==> src/spdm_pkg.sv <==
// Shared types and constants for the signal pending/mask delivery block.
package spdm_pkg;

	// Highest signal number in use; signals are numbered 1..MAX_SIGNAL
	localparam int MAX_SIGNAL = 63;

	// Width of a signal number and of every signal set
	localparam int SIG_W  = 6;
	localparam int NSIG   = 64;
	localparam int MASK_W = 64;

	// Bits that stand for real signals
	localparam logic [MASK_W-1:0] SIG_MASK =
		(((MASK_W'(1) << MAX_SIGNAL) << 1) - MASK_W'(2));

	// Request codes
	typedef enum logic [2:0] {
		REQ_POST    = 3'd0,
		REQ_DELIVER = 3'd1,
		REQ_MASK    = 3'd2,
		REQ_ACTION  = 3'd3,
		REQ_QUERY   = 3'd4,
		REQ_RETURN  = 3'd5,
		REQ_EXEC    = 3'd6
	} req_kind_t;

	// Blocked set update modes
	typedef enum logic [1:0] {
		HOW_BLOCK   = 2'd0,
		HOW_UNBLOCK = 2'd1,
		HOW_SET     = 2'd2,
		HOW_BAD     = 2'd3
	} how_t;

	// Dispositions
	typedef enum logic [1:0] {
		ACT_DEFAULT = 2'd0,
		ACT_IGNORE  = 2'd1,
		ACT_HANDLER = 2'd2,
		ACT_BAD     = 2'd3
	} act_t;

	// Verdicts
	typedef enum logic [1:0] {
		VERD_NONE    = 2'd0,
		VERD_KILL    = 2'd1,
		VERD_HANDLER = 2'd2
	} verdict_t;

	// Controller states
	typedef enum logic {
		ST_IDLE = 1'b0,
		ST_EXEC = 1'b1
	} state_t;

	// Configuration register indexes
	localparam logic CFG_KILL = 1'b0;
	localparam logic CFG_STOP = 1'b1;

	// Outcome of the delivery priority pick
	typedef struct packed {
		logic              found;
		logic [SIG_W-1:0]  sig;
		logic [MASK_W-1:0] clear;
	} pick_t;

	// Termination code: minus ten minus the signal
	function automatic logic signed [7:0] exit_for(input logic [SIG_W-1:0] s);
		exit_for = 8'(8'd0 - (8'd10 + 8'(s)));
	endfunction

endpackage

==> src/spdm_pick.sv <==
// Delivery priority pick: lowest pending, unblocked, non-ignored signal.
module spdm_pick (
	input  logic [spdm_pkg::MASK_W-1:0] pending,
	input  logic [spdm_pkg::MASK_W-1:0] blocked,
	input  logic [spdm_pkg::MASK_W-1:0] ignore_set,
	output spdm_pkg::pick_t             pick
);

	logic [spdm_pkg::MASK_W-1:0] cand;
	logic [spdm_pkg::MASK_W-1:0] live;
	logic [spdm_pkg::MASK_W-1:0] low;
	logic [spdm_pkg::MASK_W-1:0] upto;
	logic [spdm_pkg::SIG_W-1:0]  idx;

	// candidates, then isolate the lowest deliverable one
	assign cand = pending & ~blocked & spdm_pkg::SIG_MASK;
	assign live = cand & ~ignore_set;
	assign low  = live & (~live + spdm_pkg::MASK_W'(1));
	// everything up to and including the pick; all ones when nothing found
	assign upto = low | (low - spdm_pkg::MASK_W'(1));

	// one-hot to index
	always_comb begin
		idx = '0;
		for (int i = 0; i < spdm_pkg::NSIG; i++) begin
			if (low[i]) begin
				idx = idx | spdm_pkg::SIG_W'(i);
			end
		end
	end

	assign pick.found = (live != '0);
	assign pick.sig   = idx;
	// ignored signals below the pick leave pending along with it
	assign pick.clear = cand & upto;

endmodule

==> config.mk <==
export PLATFORM = sky130hd
export DESIGN_NAME = spdm_pick
export DESIGN_NICKNAME = d
export VERILOG_FILES = /design/src/spdm_pkg.sv /design/src/spdm_pick.sv
export SDC_FILE = /design/constraint.sdc
export NUM_CORES = 1
export LEC_CHECK = 0
export BUFFER_PORTS_ARGS = -buffer_cell sky130_fd_sc_hd__buf_2
export CAP_MARGIN = 20
export CORE_AREA = 5 5 99 101
export DETAILED_ROUTE_END_ITERATION = 8
export DIE_AREA = 0 0 104 106
export GPL_ROUTABILITY_DRIVEN = 0
export PLACE_DENSITY = 0.72
export SLEW_MARGIN = 25
export SYNTH_ARGS = -nofsm -noshare
export SYNTH_HDL_FRONTEND = slang
export SYNTH_SLANG_ARGS = --single-unit
==> constraint.sdc <==
create_clock -name vclk -period 4.9
set_input_delay 0.49 -clock vclk [all_inputs]
set_output_delay 0.49 -clock vclk [all_outputs]
set_load 0.05 [all_outputs]
Word level (Yosys, flattened, before mapping)
Index checks and enable logic that the tools add are counted. W data, S select, Z words.

Add/subtract/negate cells: 2. Muxes and demuxes: 63. Bitwise gates (word level): 8. Reduce and logical (&&, ||, !) cells: 1.

Operators by type and width (number): $and A64 B64 Y64 (4); $mux W6 (32); $not A64 Y64 (3); $mux W5 (16); $add A64 B1 Y64 const B (1); $or A64 B64 Y64 (1); $reduce_bool A64 Y1 (1); $sub A64 B1 Y64 const B (1); $mux W4 (8); $mux W3 (4); $mux W2 (2); $mux W1 (1).

Bits in registers: 0. Bits of input ports: 192. Output and inout port bits: 71. Word-level logic and storage cells: 74.

Depth between registers and ports, before layout
Depth after elaboration: 69. Gate-level depth with buffers: 10.

Least setup slack after synthesis
Ideal clock, no wire load.

Path kind: input to output. Start: in pending[1] in the netlist's numbering. End: out pick[64] in the netlist's numbering. Arrival time: 3894 ps. Required time: 4410 ps. Slack: 516 ps. Stages: 9. Path buffers: 1. Cell sequence: nor3b_2 > nor4_4 > nand4_1 > buf_2 > nor4b_1 > a21oi_1 > or4b_2 > nor3_1 > nand4_1.

RTL lines: start: declaration (RTL line spdm_pick.sv:3) `input logic [spdm_pkg::MASK_W-1:0] pending,`; end: declaration (RTL line spdm_pick.sv:6) `output spdm_pkg::pick_t pick`.

==> impl_metrics.yaml <==
status:
  outcome: "finished, final reports clean"
final_layout:
  antenna_cells: 0
  nNetsFinal: 860
  final_common_cell: "buf_2"
  nClkBuffers: 0
  fin_cells: 777
  final_core_util: 0.473
  register_area_sq_um: 0
  design.seq.count: 0
  area_growth_pct: 50.6
  drive_above_1_share: 0.471
  final_cell_mix: "buf_2, nor3b_1, nor3_1, nor2_1"
run:
  drv_cap: 0
clock_network:
  post_cts_resized: 0
  ctsHoldBuffers: 0
  post-cts-setup-buffers: 0
timing:
  period_needed_ns: 4.09
  worst_pin_slew_ns: 0.886
  worst_slack_ns: 0.809
  rsz0062_at_grt: "false"
  slew_headroom: 0.405
  hold_viol: 0
  finalSetupTns_ns: 0
  drv_slew: 0
  setup_viol: 0
  clock.fmax_ghz: 0.244
  period_share: 0.835
worst_hold_path:
  hp-start: "blocked[42]"
  min_to: "pick[42]"
  hold_depth: 3
  holdCritPathClass: "input pin to output port"
floorplanning:
  die_area_sq_mm: 0.0110
  ios: 263
  start_util: 0.314
  rows: 35
  die_x_um: 104
  die_y_um: 106
  core_sq_mm: 0.00893
grt:
  grt_overflow: 0
  grt_usage: 0.250
  grt_pass1_vias: 4720
  antenna_found_initial: 0
  grt_pass1_wl_um: 23500
  grt_max_degree: 20
setup_path:
  crit_type: "input pin to output port"
  cp_data_arrival_time_ns: 3.60
  crit_required_ns: 4.41
  cp-start-kind: "input pin"
  cp_max_fo: 19
  end_kind: "output port"
placed_design:
  port_buffers: 259
  dp.cells: 777
  dp_slack_ns: 0.917
  dp_hpwl_um: 13400
detailed_routing:
  wl_um: 15200
  postRouteAntennaNets: 0
  drt-pass1-iter-count: 5
  drc: 0
  vias_per_cell: 6.10
  drt-initial-drc-count: 493
  route.vias.total: 4736
  routedWlPerCell_um: 19.6
yosys:
  ys_seq_area_frac: 0
  synthTopCellsByArea: "nor3b_1, nor4_1, nor3_1, nor4b_1, nand4_1"
  synth_largest_area_cell: "nor3b_1"
  yosysWarnings: 0
  syn_nets: 604
  syn_area_sq_mm: 0.00281
  synth_cells: 412
  avgSynthCellArea_sq_um: 6.81
  synth_cell_types: 66
  synth.top_cell.area_share: 0.174
pwr:
  ir_worst_vdd_uv: 34.2
  powerDensity_mw_per_mm2: 90.7
  p_leak_nw: 1.96
## per-stage QoR
step	power [mW]	cell area (sq um)	hold slack [ns]
floorplan	0.223	2810	1.08
global placement	0.371	4230	1.30
detailed placement	0.377	4230	1.30
CTS	0.379	4230	1.31
global route	0.411	4230	1.32
finish	0.383	4230	1.31
## layer usage
layer	vias up	share of wire	GRT usage	routed length [um]
met5	-	0	0	0
met4	0	0.039	0.0777	590
met3	65	0.097	0.0449	1480
met2	349	0.50	0.473	7620
met1	2133	0.36	0.281	5520
li1	2189	-	-	-
## synth_stat cells (5+ instances only)
master,instances
a21oi_1,8
nand2b_1,8
nor2b_1,5
nor4_1,26
o21ai_0,11
nand3_1,22
nor3b_1,65
nand2_1,26
nor2_1,31
nand4b_1,7
nor4_2,5
nor4b_1,18
nor3b_2,12
or3b_2,13
or3b_1,7
nor3_1,32
inv_1,6
nand4_1,25
## worst max-delay path, cell delays in order
cell,delay (ns)
buf_2,0.11
nor3b_2,0.17
nor3_1,0.43
nand4_1,0.33
nor4_4,0.75
nand2_1,0.45
nor4b_2,0.31
o2111ai_1,0.15
o21ai_1,0.13
buf_2,0.29
## final cells by class
type / count / area (sq um)
timing repair buffer: 265 / 1340
multi-input combinational: 395 / 2720
inverter: 6 / 22.5
fill: 891 / 4710
tap: 111 / 139
## power by group
group / internal (mW) / switching [mW]
registers: 0 / 0
logic: 0.145 / 0.238
clock network: 0 / 0
total: 0.145 / 0.238
## cells by family after synthesis
| logic type | after synthesis | synth area share |
|---|---|---|
| AOI/OAI and AO/OA | 43 | 0.103 |
| and+or+nand+nor | 351 | 0.866 |
| buffers and inverters | 17 | 0.0299 |
| other | 1 | 0.00134 |
## worst max-delay path by stage
stage | startpoint | to | slack, ns
floorplan | pending[1] | pick[64] | 0.52
global placement | pending[29] | pick[49] | 0.91
detailed placement | pending[1] | pick[67] | 0.92
CTS | pending[1] | pick[69] | 0.85
global route | pending[29] | pick[49] | 0.59
finish | pending[27] | pick[49] | 0.81
No activity file was read; power rests on OpenSTA's default activity.
